--- config.mk ---
export PLATFORM = sky130hd
export DESIGN_NAME = h264_rtp_fua_packetizer
export DESIGN_NICKNAME = d
export VERILOG_FILES = /design/src/hw/rtl/hrfp_pkg.sv /design/src/hw/rtl/hrfp_cmd_fifo.sv /design/src/hw/rtl/hrfp_front.sv /design/src/hw/rtl/hrfp_back.sv /design/src/hw/rtl/h264_rtp_fua_packetizer.sv
export SDC_FILE = /design/constraint.sdc
export NUM_CORES = 1
export LEC_CHECK = 0
export ABC_AREA = 1
export BUFFER_PORTS_ARGS = -buffer_cell sky130_fd_sc_hd__buf_2
export CORE_ASPECT_RATIO = 2
export CORE_MARGIN = 5
export CORE_UTILIZATION = 55
export DETAILED_ROUTE_END_ITERATION = 10
export PLACE_DENSITY_LB_ADDON = 0.25
export SYNTH_ARGS = -nofsm -noshare
export SYNTH_HDL_FRONTEND = slang
export SYNTH_SLANG_ARGS = --single-unit
--- constraint.sdc ---
create_clock -name clk -period 6 [get_ports clk]
set_clock_uncertainty 0.15 [all_clocks]
set_input_delay 0.9 -clock clk [delete_from_list [all_inputs] [get_ports clk]]
set_output_delay 0.9 -clock clk [all_outputs]
set_load 0.05 [all_outputs]
--- src/hw/rtl/hrfp_pkg.sv ---
package hrfp_pkg;

    // NAL length field width
    localparam int LEN_W = 24;
    // payload limit register width
    localparam int MAXP_W = 11;
    localparam int SEQ_W = 16;
    localparam int TS_W = 32;
    localparam int CFG_DATA_W = 32;

    localparam logic [MAXP_W-1:0] MAXP_RESET = MAXP_W'(1200);

    // start code holding buffer
    localparam int HELD_N = 4;
    localparam int HELD_AW = 2;

    // command queue between front and back
    localparam int CMDQ_DEPTH = 4;
    localparam int CMDQ_AW = 2;
    localparam int CMDQ_CW = 3;

    localparam logic [4:0] FU_A_TYPE = 5'd28;

    typedef enum logic [1:0] {
        CFG_PAYLOAD_TYPE = 2'd0,
        CFG_SSRC         = 2'd1,
        CFG_MAX_PAYLOAD  = 2'd2,
        CFG_INIT_SEQ     = 2'd3
    } cfg_idx_t;

    typedef enum logic [1:0] {
        PH_CHECK,
        PH_NONE,
        PH_CODE3,
        PH_CODE4
    } phase_t;

    typedef enum logic [1:0] {
        DEC_WAIT,
        DEC_NONE,
        DEC_3,
        DEC_4
    } dec_t;

    typedef enum logic [1:0] {
        SUB_IND,
        SUB_HDR,
        SUB_DATA
    } sub_t;

    typedef struct packed {
        logic [7:0]       nal_byte;
        logic [LEN_W-1:0] nal_length;
        logic [TS_W-1:0]  frame_timestamp;
    } nal_t;

    typedef struct packed {
        logic [7:0]       out_byte;
        logic             packet_start;
        logic             packet_end;
        logic             marker_bit;
        logic [SEQ_W-1:0] sequence_number;
        logic [TS_W-1:0]  packet_timestamp;
        logic             run_last;
    } pkt_t;

    // one NAL data byte as handed from front to back
    typedef struct packed {
        logic [7:0]      data;
        logic            first;     // NAL header byte
        logic            last;      // last byte of the NAL
        logic            ebit;      // remaining bytes fit in one chunk
        logic            frag;      // NAL goes out as FU-A
        logic            step_end;  // last command of its input beat
        logic [TS_W-1:0] ts;
    } cmd_t;

    typedef struct packed {
        logic             load;
        logic [SEQ_W-1:0] value;
    } seq_ld_t;

    function automatic logic [MAXP_W-1:0] chunk_limit(input logic [MAXP_W-1:0] maxp);
        logic [MAXP_W-1:0] r;
        r = (maxp >= MAXP_W'(3)) ? (maxp - MAXP_W'(2)) : MAXP_W'(1);
        return r;
    endfunction

    // true when the bytes from pos to the end of the NAL fit in one chunk
    function automatic logic ends_chunk(input logic [LEN_W-1:0]  len,
                                        input logic [LEN_W-1:0]  pos,
                                        input logic [MAXP_W-1:0] lim);
        logic r;
        r = (len <= pos) || ((len - pos) <= {{(LEN_W-MAXP_W){1'b0}}, lim});
        return r;
    endfunction

endpackage

--- src/hw/rtl/hrfp_cmd_fifo.sv ---
module hrfp_cmd_fifo (
    input  logic          clk,
    input  logic          rst_n,
    input  logic          push,
    input  hrfp_pkg::cmd_t wdata,
    output logic          full,
    input  logic          pop,
    output hrfp_pkg::cmd_t rdata,
    output logic          valid
);
    import hrfp_pkg::*;

    cmd_t               mem [CMDQ_DEPTH];
    logic [CMDQ_AW-1:0] wr_ptr_reg;
    logic [CMDQ_AW-1:0] rd_ptr_reg;
    logic [CMDQ_CW-1:0] count_reg;
    logic               do_push;
    logic               do_pop;

    assign full    = (count_reg == CMDQ_CW'(CMDQ_DEPTH));
    assign valid   = (count_reg != '0);
    assign do_push = push && !full;
    assign do_pop  = pop && valid;
    assign rdata   = mem[rd_ptr_reg];

    always_ff @(posedge clk)
    begin
        if (do_push)
        begin
            mem[wr_ptr_reg] <= wdata;
        end
    end

    always_ff @(posedge clk or negedge rst_n)
    begin
        if (!rst_n)
        begin
            wr_ptr_reg <= '0;
            rd_ptr_reg <= '0;
            count_reg  <= '0;
        end
        else
        begin
            if (do_push)
            begin
                wr_ptr_reg <= wr_ptr_reg + CMDQ_AW'(1);
            end
            if (do_pop)
            begin
                rd_ptr_reg <= rd_ptr_reg + CMDQ_AW'(1);
            end
            if (do_push && !do_pop)
            begin
                count_reg <= count_reg + CMDQ_CW'(1);
            end
            else if (do_pop && !do_push)
            begin
                count_reg <= count_reg - CMDQ_CW'(1);
            end
        end
    end

    // front must honor full
    a_no_push_full: assert property (@(posedge clk) disable iff (!rst_n)
        !(push && full))
        else $error("cmd fifo pushed while full");

    a_count_bound: assert property (@(posedge clk) disable iff (!rst_n)
        count_reg <= CMDQ_CW'(CMDQ_DEPTH))
        else $error("cmd fifo count overflow");

endmodule

--- src/hw/rtl/hrfp_front.sv ---
module hrfp_front (
    input  logic                       clk,
    input  logic                       rst_n,
    input  logic                       push,
    output logic                       full,
    input  hrfp_pkg::nal_t             nal,
    input  logic [hrfp_pkg::MAXP_W-1:0] pay_max,
    input  logic [hrfp_pkg::MAXP_W-1:0] lim,
    input  logic                       q_full,
    output logic                       cmd_push,
    output hrfp_pkg::cmd_t             cmd
);
    import hrfp_pkg::*;

    phase_t             phase_reg, phase_next;
    logic [2:0]         held_count_reg, held_count_next;
    logic [LEN_W-1:0]   bytes_seen_reg, bytes_seen_next;
    logic               frag_reg, frag_next;
    logic [TS_W-1:0]    ts_reg, ts_next;
    logic [7:0]         held_reg [HELD_N];

    // release of held bytes when no start code matched
    logic               rel_active_reg, rel_active_next;
    logic [HELD_AW-1:0] rel_idx_reg, rel_idx_next;
    logic [HELD_AW-1:0] rel_end_reg, rel_end_next;
    logic [LEN_W-1:0]   rel_len_reg, rel_len_next;
    logic               rel_last_reg, rel_last_next;
    logic               rel_frag_reg, rel_frag_next;

    logic               accept;
    logic [LEN_W-1:0]   len_eff;
    logic               last;
    logic [2:0]         k;
    dec_t               dec;
    logic [2:0]         dec_len;
    logic [LEN_W-1:0]   size;
    logic               frag_dec;
    logic [TS_W-1:0]    ts_now;
    logic [2:0]         cl;

    assign full     = rel_active_reg || q_full;
    assign accept   = push && !full;
    assign len_eff  = (nal.nal_length == '0) ? LEN_W'(1) : nal.nal_length;
    assign last     = ({1'b0, bytes_seen_reg} + (LEN_W+1)'(1)) >= {1'b0, len_eff};
    assign k        = held_count_reg + 3'd1;
    assign ts_now   = (bytes_seen_reg == '0) ? nal.frame_timestamp : ts_reg;
    assign size     = (len_eff > LEN_W'(dec_len)) ? (len_eff - LEN_W'(dec_len)) : '0;
    assign frag_dec = size > {{(LEN_W-MAXP_W){1'b0}}, pay_max};

    // start code decision for the current byte
    always_comb
    begin
        dec = DEC_NONE;
        case (k) inside
            3'd1, 3'd2:
            begin
                dec = (nal.nal_byte != 8'd0 || last) ? DEC_NONE : DEC_WAIT;
            end
            3'd3:
            begin
                if (nal.nal_byte == 8'd1)
                    dec = DEC_3;
                else if (nal.nal_byte == 8'd0 && !last)
                    dec = DEC_WAIT;
                else
                    dec = DEC_NONE;
            end
            default:
            begin
                dec = (nal.nal_byte == 8'd1) ? DEC_4 : DEC_NONE;
            end
        endcase
    end

    always_comb
    begin
        unique case (dec)
            DEC_3:   dec_len = 3'd3;
            DEC_4:   dec_len = 3'd4;
            default: dec_len = 3'd0;
        endcase
    end

    always_comb
    begin
        unique case (phase_reg)
            PH_CODE3: cl = 3'd3;
            PH_CODE4: cl = 3'd4;
            default:  cl = 3'd0;
        endcase
    end

    // next state
    always_comb
    begin
        phase_next      = phase_reg;
        held_count_next = held_count_reg;
        bytes_seen_next = bytes_seen_reg;
        frag_next       = frag_reg;
        ts_next         = ts_reg;
        rel_active_next = rel_active_reg;
        rel_idx_next    = rel_idx_reg;
        rel_end_next    = rel_end_reg;
        rel_len_next    = rel_len_reg;
        rel_last_next   = rel_last_reg;
        rel_frag_next   = rel_frag_reg;

        if (rel_active_reg && !q_full)
        begin
            if (rel_idx_reg == rel_end_reg)
                rel_active_next = 1'b0;
            else
                rel_idx_next = rel_idx_reg + HELD_AW'(1);
        end

        if (accept)
        begin
            ts_next = ts_now;
            if (phase_reg == PH_CHECK)
            begin
                held_count_next = k;
                if (dec != DEC_WAIT)
                begin
                    frag_next = frag_dec;
                    unique case (dec)
                        DEC_3:   phase_next = PH_CODE3;
                        DEC_4:   phase_next = PH_CODE4;
                        default: phase_next = PH_NONE;
                    endcase
                end
                if (dec == DEC_NONE)
                begin
                    rel_active_next = 1'b1;
                    rel_idx_next    = '0;
                    rel_end_next    = held_count_reg[HELD_AW-1:0];
                    rel_len_next    = len_eff;
                    rel_last_next   = last;
                    rel_frag_next   = frag_dec;
                end
            end
            if (last)
            begin
                held_count_next = '0;
                bytes_seen_next = '0;
                phase_next      = PH_CHECK;
                frag_next       = 1'b0;
            end
            else
            begin
                bytes_seen_next = bytes_seen_reg + LEN_W'(1);
            end
        end
    end

    // outputs
    always_comb
    begin
        if (rel_active_reg)
        begin
            cmd_push      = !q_full;
            cmd.data      = held_reg[rel_idx_reg];
            cmd.first     = (rel_idx_reg == '0);
            cmd.last      = rel_last_reg && (rel_idx_reg == rel_end_reg);
            cmd.ebit      = ends_chunk(rel_len_reg, LEN_W'(rel_idx_reg), lim);
            cmd.frag      = rel_frag_reg;
            cmd.step_end  = (rel_idx_reg == rel_end_reg);
            cmd.ts        = ts_reg;
        end
        else
        begin
            cmd_push      = accept && (phase_reg != PH_CHECK);
            cmd.data      = nal.nal_byte;
            cmd.first     = (bytes_seen_reg == LEN_W'(cl));
            cmd.last      = last;
            cmd.ebit      = ends_chunk(len_eff, bytes_seen_reg, lim);
            cmd.frag      = frag_reg;
            cmd.step_end  = 1'b1;
            cmd.ts        = ts_now;
        end
    end

    always_ff @(posedge clk)
    begin
        if (accept && phase_reg == PH_CHECK)
        begin
            held_reg[held_count_reg[HELD_AW-1:0]] <= nal.nal_byte;
        end
    end

    always_ff @(posedge clk or negedge rst_n)
    begin
        if (!rst_n)
        begin
            phase_reg      <= PH_CHECK;
            held_count_reg <= '0;
            bytes_seen_reg <= '0;
            frag_reg       <= 1'b0;
            ts_reg         <= '0;
            rel_active_reg <= 1'b0;
            rel_idx_reg    <= '0;
            rel_end_reg    <= '0;
        end
        else
        begin
            phase_reg      <= phase_next;
            held_count_reg <= held_count_next;
            bytes_seen_reg <= bytes_seen_next;
            frag_reg       <= frag_next;
            ts_reg         <= ts_next;
            rel_active_reg <= rel_active_next;
            rel_idx_reg    <= rel_idx_next;
            rel_end_reg    <= rel_end_next;
        end
    end

    always_ff @(posedge clk)
    begin
        rel_len_reg  <= rel_len_next;
        rel_last_reg <= rel_last_next;
        rel_frag_reg <= rel_frag_next;
    end

    a_rel_done: assert property (@(posedge clk) disable iff (!rst_n)
        rel_active_reg && !q_full && rel_idx_reg == rel_end_reg |=> !rel_active_reg)
        else $error("held byte release overran");

    a_held_bound: assert property (@(posedge clk) disable iff (!rst_n)
        phase_reg == PH_CHECK |-> held_count_reg < 3'(HELD_N))
        else $error("start code check held too many bytes");

endmodule

--- src/hw/rtl/hrfp_back.sv ---
module hrfp_back (
    input  logic                        clk,
    input  logic                        rst_n,
    input  logic                        cmd_valid,
    input  hrfp_pkg::cmd_t              cmd,
    output logic                        cmd_pop,
    input  logic [hrfp_pkg::MAXP_W-1:0] lim,
    input  hrfp_pkg::seq_ld_t           seq_ld,
    output logic                        empty,
    input  logic                        pop,
    output hrfp_pkg::pkt_t              pkt
);
    import hrfp_pkg::*;

    sub_t              sub_reg, sub_next;
    logic [SEQ_W-1:0]  seq_reg, seq_next;
    logic [MAXP_W-1:0] fill_reg, fill_next;
    logic              first_chunk_reg, first_chunk_next;
    logic [7:0]        fu_ind_reg, fu_ind_next;
    logic [4:0]        fu_type_reg, fu_type_next;
    logic              out_valid_reg;
    pkt_t              pkt_reg;

    logic              can_emit;
    logic              step;
    logic              emit;
    logic              data_sel;
    pkt_t              beat;
    logic [MAXP_W-1:0] fill_inc;
    logic              chunk_end;

    assign empty     = !out_valid_reg;
    assign pkt       = pkt_reg;
    assign can_emit  = !out_valid_reg || pop;
    assign step      = cmd_valid && can_emit;
    assign fill_inc  = fill_reg + MAXP_W'(1);
    assign chunk_end = cmd.last || (fill_inc >= lim);

    // next sub-step within a fragmented data byte
    always_comb
    begin
        sub_next = sub_reg;
        if (step && cmd.frag && !cmd.first)
        begin
            unique case (sub_reg)
                SUB_IND:  sub_next = (fill_reg == '0) ? SUB_HDR : SUB_IND;
                SUB_HDR:  sub_next = SUB_DATA;
                SUB_DATA: sub_next = SUB_IND;
                default:  sub_next = SUB_IND;
            endcase
        end
    end

    // beats and datapath updates
    always_comb
    begin
        emit             = 1'b0;
        cmd_pop          = 1'b0;
        data_sel         = 1'b0;
        beat             = '0;
        seq_next         = seq_reg;
        fill_next        = fill_reg;
        first_chunk_next = first_chunk_reg;
        fu_ind_next      = fu_ind_reg;
        fu_type_next     = fu_type_reg;

        beat.sequence_number  = seq_reg;
        beat.packet_timestamp = cmd.ts;

        if (step)
        begin
            if (!cmd.frag)
            begin
                emit              = 1'b1;
                cmd_pop           = 1'b1;
                beat.out_byte     = cmd.data;
                beat.packet_start = cmd.first;
                beat.packet_end   = cmd.last;
                beat.marker_bit   = cmd.last;
                beat.run_last     = cmd.step_end;
                if (cmd.last)
                    seq_next = seq_reg + SEQ_W'(1);
            end
            else if (cmd.first)
            begin
                // NAL header: keep NRI/F for the indicator, type for the FU header
                cmd_pop      = 1'b1;
                fu_ind_next  = {cmd.data[7:5], FU_A_TYPE};
                fu_type_next = cmd.data[4:0];
            end
            else
            begin
                unique case (sub_reg)
                    SUB_IND:
                    begin
                        if (fill_reg == '0)
                        begin
                            emit              = 1'b1;
                            beat.out_byte     = fu_ind_reg;
                            beat.packet_start = 1'b1;
                        end
                        else
                        begin
                            data_sel = 1'b1;
                        end
                    end
                    SUB_HDR:
                    begin
                        emit          = 1'b1;
                        beat.out_byte = {first_chunk_reg, cmd.ebit, 1'b0, fu_type_reg};
                    end
                    default:
                    begin
                        data_sel = 1'b1;
                    end
                endcase
            end

            if (data_sel)
            begin
                emit            = 1'b1;
                cmd_pop         = 1'b1;
                beat.out_byte   = cmd.data;
                beat.packet_end = chunk_end;
                beat.marker_bit = chunk_end && cmd.last;
                beat.run_last   = cmd.step_end;
                if (chunk_end)
                begin
                    seq_next         = seq_reg + SEQ_W'(1);
                    fill_next        = '0;
                    first_chunk_next = 1'b0;
                end
                else
                begin
                    fill_next = fill_inc;
                end
            end

            if (cmd_pop && cmd.last)
            begin
                fill_next        = '0;
                first_chunk_next = 1'b1;
            end
        end

        if (seq_ld.load)
            seq_next = seq_ld.value;
    end

    always_ff @(posedge clk or negedge rst_n)
    begin
        if (!rst_n)
        begin
            sub_reg         <= SUB_IND;
            seq_reg         <= '0;
            fill_reg        <= '0;
            first_chunk_reg <= 1'b1;
            fu_ind_reg      <= '0;
            fu_type_reg     <= '0;
            out_valid_reg   <= 1'b0;
        end
        else
        begin
            sub_reg         <= sub_next;
            seq_reg         <= seq_next;
            fill_reg        <= fill_next;
            first_chunk_reg <= first_chunk_next;
            fu_ind_reg      <= fu_ind_next;
            fu_type_reg     <= fu_type_next;
            if (emit)
                out_valid_reg <= 1'b1;
            else if (pop)
                out_valid_reg <= 1'b0;
        end
    end

    always_ff @(posedge clk)
    begin
        if (emit)
            pkt_reg <= beat;
    end

    a_sub_holds_cmd: assert property (@(posedge clk) disable iff (!rst_n)
        sub_reg != SUB_IND |-> cmd_valid && cmd.frag)
        else $error("fragment expansion lost its command");

    a_hdr_at_chunk_start: assert property (@(posedge clk) disable iff (!rst_n)
        sub_reg == SUB_HDR |-> fill_reg == '0)
        else $error("FU header outside chunk start");

endmodule

--- src/hw/rtl/h264_rtp_fua_packetizer.sv ---
// Path: an input byte is written to the command queue at the accepting edge; its first
//   payload beat then moves into the output register; held bytes of a NAL with no start
//   code come after. Throughput: one input byte per cycle while full is low, one output
//   beat per cycle while pop keeps up; each FU-A fragment adds two header beats,
//   absorbed by a 4-entry command queue. No start code: input stalls during release.
// Reset: rst_n is asynchronous, active low; all control state clears at once, no sweep.
module h264_rtp_fua_packetizer (
    input  logic                            clk,
    input  logic                            rst_n,
    // NAL byte input, queue style
    input  logic                            push,
    output logic                            full,
    input  hrfp_pkg::nal_t                  nal,
    // packet byte output, queue style
    output logic                            empty,
    input  logic                            pop,
    output hrfp_pkg::pkt_t                  pkt,
    // register writes
    input  logic                            cfg_valid,
    output logic                            cfg_ready,
    input  hrfp_pkg::cfg_idx_t              cfg_index,
    input  logic [hrfp_pkg::CFG_DATA_W-1:0] cfg_data
);
    import hrfp_pkg::*;

    // Only the payload limit and the sequence seed affect the byte stream. Payload
    // type and SSRC belong to the RTP header, which is built downstream, so those
    // writes are taken and dropped here.
    logic [MAXP_W-1:0] pay_max_reg;
    logic [MAXP_W-1:0] lim;
    logic              cfg_wr;
    seq_ld_t           seq_ld;

    logic              q_full;
    logic              q_push;
    cmd_t              q_wdata;
    logic              q_valid;
    logic              q_pop;
    cmd_t              q_rdata;

    assign cfg_ready    = 1'b1;
    assign cfg_wr       = cfg_valid && cfg_ready;
    assign seq_ld.load  = cfg_wr && (cfg_index == CFG_INIT_SEQ);
    assign seq_ld.value = cfg_data[SEQ_W-1:0];

    // FU-A chunk payload is the packet limit minus indicator and header, at least one byte
    assign lim = chunk_limit(pay_max_reg);

    always_ff @(posedge clk or negedge rst_n)
    begin
        if (!rst_n)
        begin
            pay_max_reg <= MAXP_RESET;
        end
        else if (cfg_wr && cfg_index == CFG_MAX_PAYLOAD)
        begin
            pay_max_reg <= cfg_data[MAXP_W-1:0];
        end
    end

    // Front: start code stripping, single/FU-A choice, per-byte classification.
    // Each surviving NAL byte becomes one command beat.
    hrfp_front u_front (
        .clk         (clk),
        .rst_n       (rst_n),
        .push        (push),
        .full        (full),
        .nal         (nal),
        .pay_max     (pay_max_reg),
        .lim         (lim),
        .q_full      (q_full),
        .cmd_push    (q_push),
        .cmd         (q_wdata)
    );

    // Decouples byte intake from header insertion on the output side.
    hrfp_cmd_fifo u_cmd_fifo (
        .clk   (clk),
        .rst_n (rst_n),
        .push  (q_push),
        .wdata (q_wdata),
        .full  (q_full),
        .pop   (q_pop),
        .rdata (q_rdata),
        .valid (q_valid)
    );

    // Back: expands commands into payload beats (FU indicator, FU header, data),
    // tracks chunk fill and the sequence counter, owns the output register.
    hrfp_back u_back (
        .clk       (clk),
        .rst_n     (rst_n),
        .cmd_valid (q_valid),
        .cmd       (q_rdata),
        .cmd_pop   (q_pop),
        .lim       (lim),
        .seq_ld    (seq_ld),
        .empty     (empty),
        .pop       (pop),
        .pkt       (pkt)
    );

endmodule

**Word-level counts from Yosys, hierarchy flattened**

Memory sizes are Yosys's and may differ from the RTL's.
Index checks and enable logic that the tools add are counted.

- Register bits after elaboration: 213
- Latch bits: 0
- Bits in writable memories: 212
- ROM bits: 0
- Input bits: 103
- Output and inout bits: 63
- Logic and storage cells: 206
- Memories: 2

- Add/sub/neg operators: 14
- $mul: 0
- Div/mod/pow operators: 0
- Order comparisons: 9
- Eq/ne operators: 15
- Shift-type cells: 0
- Mux-type cells: 82
- Bitwise gates (word level): 0
- Reductions and logical operators: 55

Memory list:

| memory | words | width | read ports | clocked after Yosys merged registers in | wr ports | RTL line | source |
|---|---|---|---|---|---|---|---|
| u_cmd_fifo.mem | 4 | 45 | 1 | 0 | 1 | hrfp_cmd_fifo.sv:13 | `cmd_t mem [CMDQ_DEPTH];` |
| u_front.held_reg | 4 | 8 | 1 | 0 | 1 | hrfp_front.sv:20 | `logic [7:0] held_reg [HELD_N];` |

Operator list:

| kind | number |
|---|---|
| 16-bit 2-to-1 mux | 6 |
| 24-bit 2-to-1 mux | 3 |
| 24-bit by 11-bit <= comparator with 1-bit output | 2 |
| 24-bit zero test | 2 |
| 45-bit 2-to-1 mux | 1 |
| 11-bit 2-to-1 mux | 4 |
| 1-bit 2-to-1 mux | 38 |
| 32-bit 2-to-1 mux | 1 |
| 2-bit 2-to-1 mux | 14 |
| 9-bit 2-to-1 mux | 3 |
| 24-bit by 1-bit adder with 25-bit output (second input constant) | 1 |
| 25-bit by 24-bit >= comparator with 1-bit output | 1 |
| 24-bit by 1-bit adder with 24-bit output (second input constant) | 1 |
| 24-bit by 3-bit equality test with 1-bit output | 1 |
| 24-bit by 11-bit greater-than comparator with 1-bit output | 1 |
| 24-bit by 3-bit greater-than comparator with 1-bit output | 1 |
| 24-bit by 2-bit <= comparator with 1-bit output | 1 |
| 24-bit <= comparator | 1 |
| 24-bit by 2-bit subtractor with 24-bit output | 1 |
| 24-bit subtractor | 1 |
| 24-bit by 3-bit subtractor with 24-bit output | 1 |
| 2-bit nonzero test | 9 |
| 1-bit logical AND | 17 |
| 16-bit by 1-bit adder with 16-bit output (second input constant) | 1 |
| 30 further kinds | 63 |

**Depth between registers and ports, before layout**

Gate-level depths: netlist of the first run.

- Word-level depth: 17
- Depth in mapped cells: 28
- Depth with buffers taken out: 28

**Modules after synthesis**

A second synthesis of the first run with hierarchy kept.

- Cells, all modules: 2,759
- Area, all modules: 23,995.5 µm²

By module, submodules not included:

| module | times used | cells each | area each (µm²) | sequential area each (µm²) |
|---|---|---|---|---|
| hrfp_front | 1 | 1,556 | 10,689.0 | 3,418.3 |
| hrfp_cmd_fifo | 1 | 585 | 7,683.6 | 5,580.4 |
| hrfp_back | 1 | 514 | 4,868.4 | 2,803.9 |
| h264_rtp_fua_packetizer | 1 | 104 | 754.5 | 280.3 |

**Least setup slack after synthesis of the first run**

No wires, ideal clock.

- Path type: input to register
- Start point: in pop
- End point: reg u_back.pkt_reg, in the netlist u_back.pkt[0], enable pin
- Setup time: 0.479 ns
- Arrival: 4.009 ns
- Required time: 5.371 ns
- Slack: 1.362 ns
- Cell stages on the path: 4
- Buffers on the path: 0
- Cell sequence: nor2_1 -> a31oi_2 -> inv_1 -> nor2_1

- Word-level cells in the longest chain between the ends: 3

Ends and longest elaborated chain:

| item | RTL line | source |
|---|---|---|
| from (decl) | h264_rtp_fua_packetizer.sv:16 | `input logic pop,` |
| 1-bit logical OR | hrfp_back.sv:34 | `assign can_emit = !out_valid_reg \|\| pop;` |
| 1-bit logical AND | hrfp_back.sv:35 | `assign step = cmd_valid && can_emit;` |
| 1-bit 2-to-1 mux | hrfp_back.sv:70 | `if (step)` |
| net u_back.emit | hrfp_back.sv:26 | `logic emit;` |
| to (signal assigned) | hrfp_back.sv:180 | `pkt_reg <= beat;` |
| to (decl) | hrfp_back.sv:22 | `pkt_t pkt_reg;` |

The timed path passes the listed nets, and every way through them passes these cells.
A chain may end at the register's enable or synchronous reset.

**Worst setup path in the final report of the first run**

- Start point: in nal[62] (netlist bit)
- End point: reg u_front.rel_frag_reg, data pin

- Word-level cells in the longest chain between the ends: 11
- Elaborated cells between the ends (all ways): 18
- Classes of those cells: add/sub: 1; order compare: 2; eq/ne: 3; mux: 8; reduce/logical: 4

Ends and longest elaborated chain:

| item | RTL line | source |
|---|---|---|
| from (decl) | h264_rtp_fua_packetizer.sv:13 | `input hrfp_pkg::nal_t nal,` |
| 8-bit zero test | hrfp_front.sv:63 | `else if (nal.nal_byte == 8'd0 && !last)` |
| 1-bit logical AND | hrfp_front.sv:63 |  |
| 1-bit 2-to-1 mux | hrfp_front.sv:63 |  |
| 2-bit 2-to-1 mux | hrfp_front.sv:61 | `if (nal.nal_byte == 8'd1)` |
| 2-bit 2-to-1 mux | hrfp_front.sv:54 | `case (k) inside` |
| 2-bit 2-to-1 mux (*) | hrfp_front.sv:54 |  |
| 2-bit equality test | hrfp_front.sv:77 | `unique case (dec)` |
| 3-bit one-hot mux with 2 select lines (*) | hrfp_front.sv:77 |  |
| 24-bit by 3-bit subtractor with 24-bit output or 24-bit by 3-bit greater-than comparator with 1-bit output (tied branches) | hrfp_front.sv:47 | `assign size = (len_eff > LEN_W'(dec_len)) ? (len_eff - LEN_W'(dec_len)) : '0;` |
| 24-bit 2-to-1 mux (*) | hrfp_front.sv:47 |  |
| 24-bit by 11-bit greater-than comparator with 1-bit output (*) | hrfp_front.sv:48 | `assign frag_dec = size > {{(LEN_W-MAXP_W){1'b0}}, pay_max};` |
| net u_front.frag_dec | hrfp_front.sv:37 | `logic frag_dec;` |
| to (signal assigned) | hrfp_front.sv:220 | `rel_frag_reg <= rel_frag_next;` |
| to (decl) | hrfp_front.sv:28 | `logic rel_frag_reg, rel_frag_next;` |

The timed path passes the listed nets; every way through them passes the cells marked *.

==> results of run 1 <==
## area by class of cell
cell class,count,area (µm²)
timing repair buffer,176,957
fill,3603,16100
clock buffer,54,1020
inverter,357,1350
clock inverter,14,113
sequential,423,12100
tap,540,676
antenna,3,7.51
multi-input combinational,1732,9300
## placed cells by master, fill, tap and decap left out, types with 40 or more instances in the layout
| cell type | n |
|---|---|
| nand2_1 | 593 |
| inv_1 | 346 |
| edfxtp_1 | 298 |
| nor2_1 | 281 |
| o21ai_0 | 248 |
| buf_2 | 147 |
| dfrtp_1 | 118 |
| ha_1 | 115 |
| nand3_1 | 89 |
| a21oi_1 | 73 |
| xor2_1 | 63 |
| o22ai_1 | 59 |
| nand4_1 | 40 |
## stage by stage
stage	worst slack, ns	utilization [%]
floorplan	1.36	-
global placement	0.506	58.5
detailed placement	0.497	58.5
CTS	1.06	61.2
global route	0.679	61.2
finish	0.981	61.2
## final timing paths
check	endpoint	slack, ns	cells past startpoint
max	u_front.rel_frag_reg$_DFFE_PP_	0.98	26
min	u_front.bytes_seen_reg[19]$_DFFE_PN0P_	0.26	1
max reg2reg	u_front.rel_frag_reg$_DFFE_PP_	0.98	26
min reg2reg	u_back.fu_ind_reg[4]$_DFFE_PN0P_	0.33	1
max in group asynchronous	u_cmd_fifo.rd_ptr_reg[0]$_DFFE_PN0P_	4.15	2
min in group clk	u_back.fu_ind_reg[4]$_DFFE_PN0P_	0.33	1
## where the power goes
group | leakage, nW | switching, mW | internal (mW)
sequential | 4.40 | 0.542 | 4.76
combinational | 6.30 | 5.10 | 1.82
clock | 0.557 | 1.06 | 1.24
## critical path: cells and delay by family
family | cells | cell delay [ns]
AND/OR/NAND/NOR | 10 | 1.70
AO/OA/AOI/OAI | 6 | 0.70
adder cells (fa/ha/maj) | 3 | 0.86
buffers and inverters | 7 | 0.98
## layer usage
layer / up-vias / global-route usage (%)
li1: 8919 / -
met1: 8769 / 26.6
met2: 568 / 54.4
met3: 215 / 3.22
met4: 2 / 19.7
met5: - / 0
## logic make-up after synthesis
group           share of synthesized area, %
compound gates                          11.0
flops                                   52.4
fa+ha+maj                               6.58
xor+xnor                                2.88
simple gates                            19.7
buf+inv                                 7.52
other cells                           0.0162
==> run metrics, run 1 <==
outcome finished, final reports clean; final cell count without fillers 3299; design area 25500 µm²; gpl congestion 1.01; HP Class in -> async; Yosys top cell area share 38.8%; Post-synth top flop edfxtp_1; CTS buffer count 37; routed wire length 66000 µm; die area about 46000 µm²; dpl hpwl around 49000 µm; critical path class in -> reg; Vias/cell 5.60; CP max stage delay 0.39 ns; Largest register FFs 180; initial antenna violation count 4; clk sinks around 420; Via Count between 15000 and 20000; Fmax around 200 MHz; DR top layer met5; Die Span X 155 µm; CP dominant cell by count nand2_1; crit path DAT approximately 5.2 ns; crit end category register; # Max-Cap Violations 0; Core Footprint between 40000 and 50000 µm²; M1 WL 21500 µm; First DRT Iteration DRCs 1170; count of final max-slew check failures 0; Post-CTS Hold Fix Bufs 0; GR Util All Layers 28.1%; top-count cell post-synth nand2_1; CP Launch Point nal[62]; Hold Violations, Final 0; post-cts gate resize count 0; WL met2 36400 µm; Layout Nets 2949; Async SR Flop Fraction 29.6%; total power roughly 15 mW; Root Buffer clkbuf_16; Synth area leaders edfxtp_1, dfrtp_1, nand2_1; largest net degree at the start of global routing 86; post-synthesis sequential area ratio 52.4%; antenna viol nets, final 0; cells after synthesis approximately 2600; CP Max Fanout 8; Max clock buf depth 3; Placed Cells 3228; final setup fails 0; RSZ-0062 raised after global routing no; port bufs 148; initial core utilization 55.4%; Synth Warn # 0; num ports 166; Avg Synthesized Cell Area 8.86 µm²; H-tree levels 2; VDD IR-drop max approximately 0.31 mV; per-cell routed wire length 20.0 µm; fin crit share 83.7%; syn nets approximately 2800; DRC 0; total setup buffers inserted after CTS 0; Worst setup SP type input port; first-pass GRT wire length 101000 µm; die height 300 µm; Critical R2R Launch u_front.held_count_reg[0]$_DFFE_PN0P_; routed wl met3 2560 µm; vias in the first global route 18800; most frequent cells after synthesis nand2_1, inv_1, edfxtp_1; Synth area leader edfxtp_1; #FFs+latches synth 423; Power Density 569 nW/µm²; Syn Std Cell Area 23100 µm²; Reg clk slew, reported paths 0.07 ns; share of cells above drive strength 1 10.2%; worst path required time between 6 and 7 ns; Area after DPL 24400 µm²; GRT overflow 0; leak pwr 11.3 nW; row cnt roughly 110; min cycle time layout 5.02 ns; final hold slack ~0.26 ns; Crit-path slowest cell nor4_1; Least-Margin Pin Slew 1.04 ns; Syn-to-layout area delta 10.5%; drt pass-1 iters 7; CTS tree built; EDFF count, synth just under 300; setup TNS 0 ns; worst skew pair latency roughly 0.55 ns; slew margin rel. 30.3%; Netlist cell types 62
(Power assumes the default switching activity.)
==> inputs of run 2 (changes only) <==
==> constraint.sdc (replaced) <==
create_clock -name clk -period 4.6 [get_ports clk]
set_clock_uncertainty 0.15 [all_clocks]
set_input_delay 0.69 -clock clk [delete_from_list [all_inputs] [get_ports clk]]
set_output_delay 0.69 -clock clk [all_outputs]
set_load 0.05 [all_outputs]
==> run 2 against run 1 <==
  * The run now ends with hold timing left
  * Sequential cell count stayed put
  * Clock-buffer cell count is 2 lower
  * Final cell count is 1.8% higher
  * Global-route usage is 0.39 points higher
  * Combinational power is 32% higher
  * First-iteration DRC count is 0.43% lower
  * Via count is 1.8% higher
  * Critical path depth is 2 lower
  * Sequential power is 30% higher
  * Clock power is 36% higher
  * Critical endpoint unchanged
  * Highest routed layer is now met4
==> run metrics, run 2 (synthesis results as in run 1) <==
design area 26100 µm²; dpl hpwl 50300 µm; per-cell routed wire length 19.9 µm; CTS buffer count 38; worst path required time 4.73 ns; die area 46400 µm²; Max clock buf depth 3; Syn-to-layout area delta 13.0%; # Max-Cap Violations 0; VDD IR-drop max roughly 0.49 mV; gpl congestion 1.01; count of final max-slew check failures 0; die height around 300 µm; Fmax 234 MHz; Via Count 18800; Core Footprint 41600 µm²; R2R Setup Slk between 0.3 and 0.4 ns; routed wire length 66800 µm; crit path DAT 4.40 ns; commonest non-fill, non-tap cell in the layout nand2_1; initial core utilization a little under three fifths; critical path class reg -> reg; r2r worst-path depth 24; vias in the first global route 19200; largest net degree at the start of global routing slightly below 90; DRC 0; clock share of power 16.3%; Fillers 3502; GR Util All Layers ~28%; Placed Cells 3287; Root Buffer clkbuf_16; most frequent cells in the layout nand2_1, inv_1, edfxtp_1; Die Span X between 150 and 200 µm; Critical R2R Launch u_front.held_count_reg[0]$_DFFE_PN0P_; clk sinks approximately 420; drt pass-1 iters 7; initial antenna violation count 2; total power 19.2 mW; First DRT Iteration DRCs between 1000 and 1500; min cycle time layout 4.27 ns; num ports 166; failing checks hold timing; crit end category register; H-tree levels 2; sequential share of power 36.0%; worst skew pair latency 0.54 ns; Combinational Power Share around 48%; final setup fails 0; Worst setup SP type register; HP Class in -> async; Least-Margin Pin Slew roughly 1.0 ns; Power Density 735 nW/µm²; Layout Nets between 3000 and 4000; fin crit share 92.9%; fin util 62.6%; Area after DPL 24800 µm²; Post-CTS Hold Fix Bufs 0; GRT overflow 0; cell-internal power 10.4 mW; NetSw ~8.7 mW; Hold Violations, Final 10; Largest register FFs 180; share of cells above drive strength 1 12.6%; antenna viol nets, final 0; FF-to-FF End u_front.rel_frag_reg$_DFFE_PP_; final cell count without fillers 3360; Vias/cell around 5.6; slew margin rel. 30.7%; Reg clk slew, reported paths 0.06 ns; switch share 45.7%; final hold slack -0.0127 ns; port bufs 148; outcome complete, but fails checks; CP Max Fanout 8; row cnt 106; first-pass GRT wire length 102000 µm; CTS tree built; leak pwr ~12 nW
run 2: worst max path at each step:
stage	start	to	slack, ns	cells after the start
after floorplan	u_back.out_valid_reg$_DFFE_PN0P_	u_back.pkt[0]$_SDFFCE_PN0P_	0.13	5
after global placement	nal[41]	u_front.rel_frag_reg$_DFFE_PP_	-0.06	28
after detailed placement	nal[41]	u_front.rel_frag_reg$_DFFE_PP_	-0.06	28
after CTS	u_front.held_count_reg[0]$_DFFE_PN0P_	u_front.rel_frag_reg$_DFFE_PP_	0.16	25
after global routing	u_front.held_count_reg[0]$_DFFE_PN0P_	u_front.rel_frag_reg$_DFFE_PP_	-0.0003	25
final	u_front.held_count_reg[0]$_DFFE_PN0P_	u_front.rel_frag_reg$_DFFE_PP_	0.33	24
run 2: layer usage:
| metal | track usage [%] | part of all wire, % |
|---|---|---|
| met1 | 27.1 | 32 |
| met2 | 54.3 | 55 |
| met3 | 2.95 | 4.1 |
| met4 | 21.9 | 9.3 |
| met5 | 0 | 0 |
run 2: final cells by class:
cell class	instances	area, µm²	share of cell area (%)
flip-flops and latches	423	12100	46.3
multi-input cells	1732	9320	35.7
repair buffers	236	1420	5.45
inverters	357	1350	5.16
clock buffers	52	1080	4.15
well taps	540	676	2.59
clock inverters	18	141	0.542
diodes	2	5.00	0.0192
run 2: through the flow:
step / setup TNS, ns / hold slack, ns / worst slack (ns)
2_1_floorplan: 0 / 0.244 / 0.127
4_1_cts: 0 / 0.0133 / 0.157
3_5_place_dp: -0.0791 / 0.317 / -0.0606
3_3_place_gp: -0.0848 / 0.313 / -0.0560
5_1_grt: -0.000319 / 0.0371 / -0.000319
6_report: 0 / -0.0127 / 0.328
run 2: power groups by stage:
stage	sequential (mW)	clock, mW	combinational (mW)
5_1_grt	7.03	3.33	10.1
3_5_place_dp	6.96	0	9.10
4_1_cts	6.89	3.16	9.15
6_report	6.90	3.13	9.13
3_3_place_gp	6.87	0	8.78
2_1_floorplan	7.80	0	5.38
run 2: worst max-delay path: stages, from the launching register on:
cell and delay, ns:
dfrtp_2 0.45, ha_2 0.23, xnor2_2 0.26, nand2_1 0.17, nor2_2 0.16, ha_1 0.19
inv_1 0.05, fa_1 0.38, nand2_1 0.10, nand2_1 0.09, nor2_2 0.12, inv_1 0.06
o41ai_1 0.06, nand2_1 0.14, clkinv_1 0.07, buf_4 0.14, nor2_1 0.05, ha_1 0.28
a21oi_1 0.15, o21ai_0 0.11, a21oi_1 0.12, o21ai_0 0.08, and2_1 0.15, o32ai_1 0.13
nand2_1 0.11
run 2: what timing repair did:
action                                  CTS  global route
endpoints found under the setup margin    0            13
hold endpoints to repair                  0             0
buffers inserted                          0             1
gates resized for setup                   0             8
==> inputs of run 3 (changes only) <==
--- a/config.mk
+++ b/config.mk
@@ -5,12 +5,12 @@
 export SDC_FILE = /design/constraint.sdc
 export NUM_CORES = 1
 export LEC_CHECK = 0
-export ABC_AREA = 1
 export BUFFER_PORTS_ARGS = -buffer_cell sky130_fd_sc_hd__buf_2
 export CORE_ASPECT_RATIO = 2
 export CORE_MARGIN = 5
 export CORE_UTILIZATION = 55
 export DETAILED_ROUTE_END_ITERATION = 10
+export MAX_ROUTING_LAYER = met4
 export PLACE_DENSITY_LB_ADDON = 0.25
 export SYNTH_ARGS = -nofsm -noshare
 export SYNTH_HDL_FRONTEND = slang
==> run 3 against run 2 <==
  * The flow finishes with violations (setup timing)
  * Critical path type is now in -> reg
  * Hold slack gained 0.073 ns
  * Sequential power shrank 14%
  * Critical endpoint is now u_cmd_fifo.mem[3][34]$_DFFE_PP_
  * Final cell count shrank 27%
  * Die area shrank 8.0%
  * Global-route usage shrank 2.5 points
  * Total power shrank 19%
  * Wire length shrank 19%
  * Maximum frequency shrank 18%
  * Combinational power shrank 31%
  * Via count shrank 25%
==> run metrics, run 3 <==
Reg area 12100 µm²; RSZ-0062 raised after global routing yes; CTS buffer count 37; NetSw a little under 6 mW; GRT overflow 0; Fmax 191 MHz; worst path required time 4.80 ns; vias in the first global route between 15000 and 20000; switch share 38.0%; sequential share of power 38.4%; num ports 166; CP Max Fanout 4; Crit-path slowest cell or4_4; first-pass GRT wire length 81700 µm; Core Footprint between 30000 and 40000 µm²; largest delay contributor family on the critical path simple AND/OR/NAND/NOR gates; Async SR Flop Fraction 29.6%; dpl hpwl roughly 41000 µm; Synth area leaders edfxtp_1, dfrtp_1, ha_1; setup TNS -3.61 ns; row cnt 101; clock share of power a little over a fifth; most frequent cells after synthesis edfxtp_1, dfrtp_1, nand2_1; Synth Warn # 0; Levels on crit path 22; Root Buffer clkbuf_16; port bufs 148; Least-Margin Pin Slew 1.02 ns; Hold Violations, Final 0; crit path DAT between 5 and 6 ns; clk sinks 423; met1 GRT Util 22.9%; CP Capture Point u_cmd_fifo.mem[3][34]$_DFFE_PP_; Syn-to-layout area delta 18.1%; Netlist cell types 74; Vias/cell 5.81; Syn Std Cell Area between 20000 and 25000 µm²; r2r worst-path depth 21; share of cells above drive strength 1 29.1%; die area 42700 µm²; Via Count around 14000; top-count cell post-synth edfxtp_1; GR Util All Layers 26.0%; multi-input logic area about 8700 µm²; Synth area leader edfxtp_1; met3 Resource Use GR 2.75%; slew margin rel. 31.4%; CTS tree built; final setup fails 6; Largest register FFs 180; Buf/Inv on CP 2; Combinational Power Share 40.6%; R2R Setup Slk -0.22 ns; cell-internal power 9.60 mW; most frequent cells in the layout edfxtp_1, buf_2, buf_4; Post-synth top flop edfxtp_1; FF-to-FF End u_front.frag_reg$_DFFE_PN0P_; Reg clk slew, reported paths 0.07 ns; critical path class in -> reg; HP Class in -> async; H-tree levels 2; post-placement worst setup slack -1.40 ns; total power 15.5 mW; commonest non-fill, non-tap cell in the layout edfxtp_1; Power Density roughly 620 nW/µm²; drt pass-1 iters 5; # Max-Cap Violations 0; Worst setup SP type input port; First DRT Iteration DRCs 634; DRC 0; critical path, cell by cell buf_6, or3_4, or4_4, or4_4, nor4_4, a21o_1, inv_2, ha_2, nand3b_1, a21o_1, a31oi_4, o21a_1, nor2_2, xnor2_1, ha_1, nand2_2, nor2_4, a2111oi_4, o32ai_1, a2111oi_0, nand4_1, a21boi_2; failing checks setup timing; met2 Usage GRT 48.5%; CP max stage delay 0.45 ns; routed wire length between 50000 and 60000 µm; largest net degree at the start of global routing 85; min cycle time layout 5.23 ns; #FFs+latches synth 423; Yosys top cell area share 42.4%; layer with the highest usage met2; outcome complete, but fails checks; Layout Nets 2117; per-cell routed wire length 22.1 µm; leak pwr 10.0 nW; fin crit share 114%; Avg Synthesized Cell Area 12.9 µm²; cells after synthesis 1644; Final Worst Setup Slack -0.627 ns; VDD IR-drop max 0.390 mV; initial core utilization 55.5%; Critical R2R Launch u_front.held_count_reg[0]$_DFFE_PN0P_; worst skew pair latency 0.55 ns; post-synthesis sequential area ratio between 50% and 60%; Die Span X 149 µm; syn nets 1866; CP Launch Point nal[43]; antenna viol nets, final 0; crit end category register; gpl congestion between 0.9 and 1; Max clock buf depth 3; initial antenna violation count 2; die height 287 µm; Fillers about 2800; EDFF count, synth 298; count of final max-slew check failures 0
run 3: changes by cell type in the layout (fill, tap and decap cells not counted), moves of 17 or more:
cell      delta
nand2_1    -475
inv_1      -259
nor2_1     -193
o21ai_0    -170
mux2_2      +95
xnor2_1     +57
o22ai_1     -55
mux4_2      +53
buf_4       +42
nand3_1     -37
xor2_1      -36
a21oi_1     -27
a21o_1      +22
nand2b_1    +17
run 3: through the flow:
step / hold WS [ns] / util [%] / instance area (µm²) / instances
6_report: 0.0599 / 65.6 / 24900 / 2441
3_5_place_dp: 0.315 / 61.3 / 23300 / 2358
3_3_place_gp: 0.314 / 61.3 / 23300 / 2358
5_1_grt: 0.139 / 65.6 / 24900 / 2441
2_1_floorplan: 0.244 / - / 21200 / 1644
4_1_cts: 0.0918 / 65.0 / 24700 / 2433
run 3: logic make-up (layout without fill, tap and decap cells):
| kind of cell | Yosys count | after routing | share of synthesized area [%] |
|---|---|---|---|
| xor+xnor | 96 | 96 | 3.98 |
| flops | 423 | 423 | 57.2 |
| compound gates | 246 | 246 | 7.34 |
| other cells | 1 | 3 | 0.0178 |
| fa+ha+maj | 119 | 119 | 7.19 |
| buf+inv | 166 | 446 | 3.02 |
| simple gates | 440 | 440 | 10.3 |
| mux | 153 | 153 | 11.0 |
run 3: routing by layer:
layer | part of all wire (%) | vias up | wire [µm]
li1 | - | 6585 | -
met1 | 31 | 6924 | 16500
met2 | 56 | 462 | 30000
met3 | 3.8 | 216 | 2050
met4 | 9.9 | 0 | 5350
met5 | 0 | - | 0
run 3: timing repair:
action,4_1_cts,5_1_grt
setup buffers,7,7
resized for setup,17,33
hold buffers,0,0
pin swaps,19,16
endpoints found under the setup margin,6,55
gates cloned,0,0
run 3: power groups by stage:
stage / clock network (mW) / logic (mW) / registers (mW)
after floorplan: 0 / 3.38 / 6.88
after global placement: 0 / 6.04 / 5.95
after detailed placement: 0 / 6.18 / 6.01
after CTS: 3.32 / 6.26 / 5.94
after global routing: 3.48 / 6.75 / 6.03
final: 3.25 / 6.28 / 5.94
run 3: worst min path at each step:
stage                              startpoint                                endpoint  slack [ns]  cells past startpoint
2_1_floorplan                           rst_n              pay_max_reg[0]$_DFFE_PN0P_        0.24                      0
3_3_place_gp   u_back.seq_reg[15]$_DFFE_PN0P_                u_back.pkt[48]$_DFFE_PP_        0.31                      0
3_5_place_dp   u_back.seq_reg[15]$_DFFE_PN0P_                u_back.pkt[48]$_DFFE_PP_        0.32                      0
4_1_cts                                 rst_n  u_front.bytes_seen_reg[20]$_DFFE_PN0P_        0.09                      1
5_1_grt                                 rst_n  u_front.bytes_seen_reg[20]$_DFFE_PN0P_        0.14                      1
6_report                                rst_n  u_front.bytes_seen_reg[20]$_DFFE_PN0P_        0.06                      1
run 3: cell type report:
class,instances,area share [%]
Sequential cell,423,48.4
Multi-Input combinational cell,1055,34.9
Timing Repair Buffer,287,7.59
Clock buffer,52,4.22
Tap cell,515,2.58
Inverter,91,1.39
Clock inverter,16,0.893
Antenna cell,2,0.0201
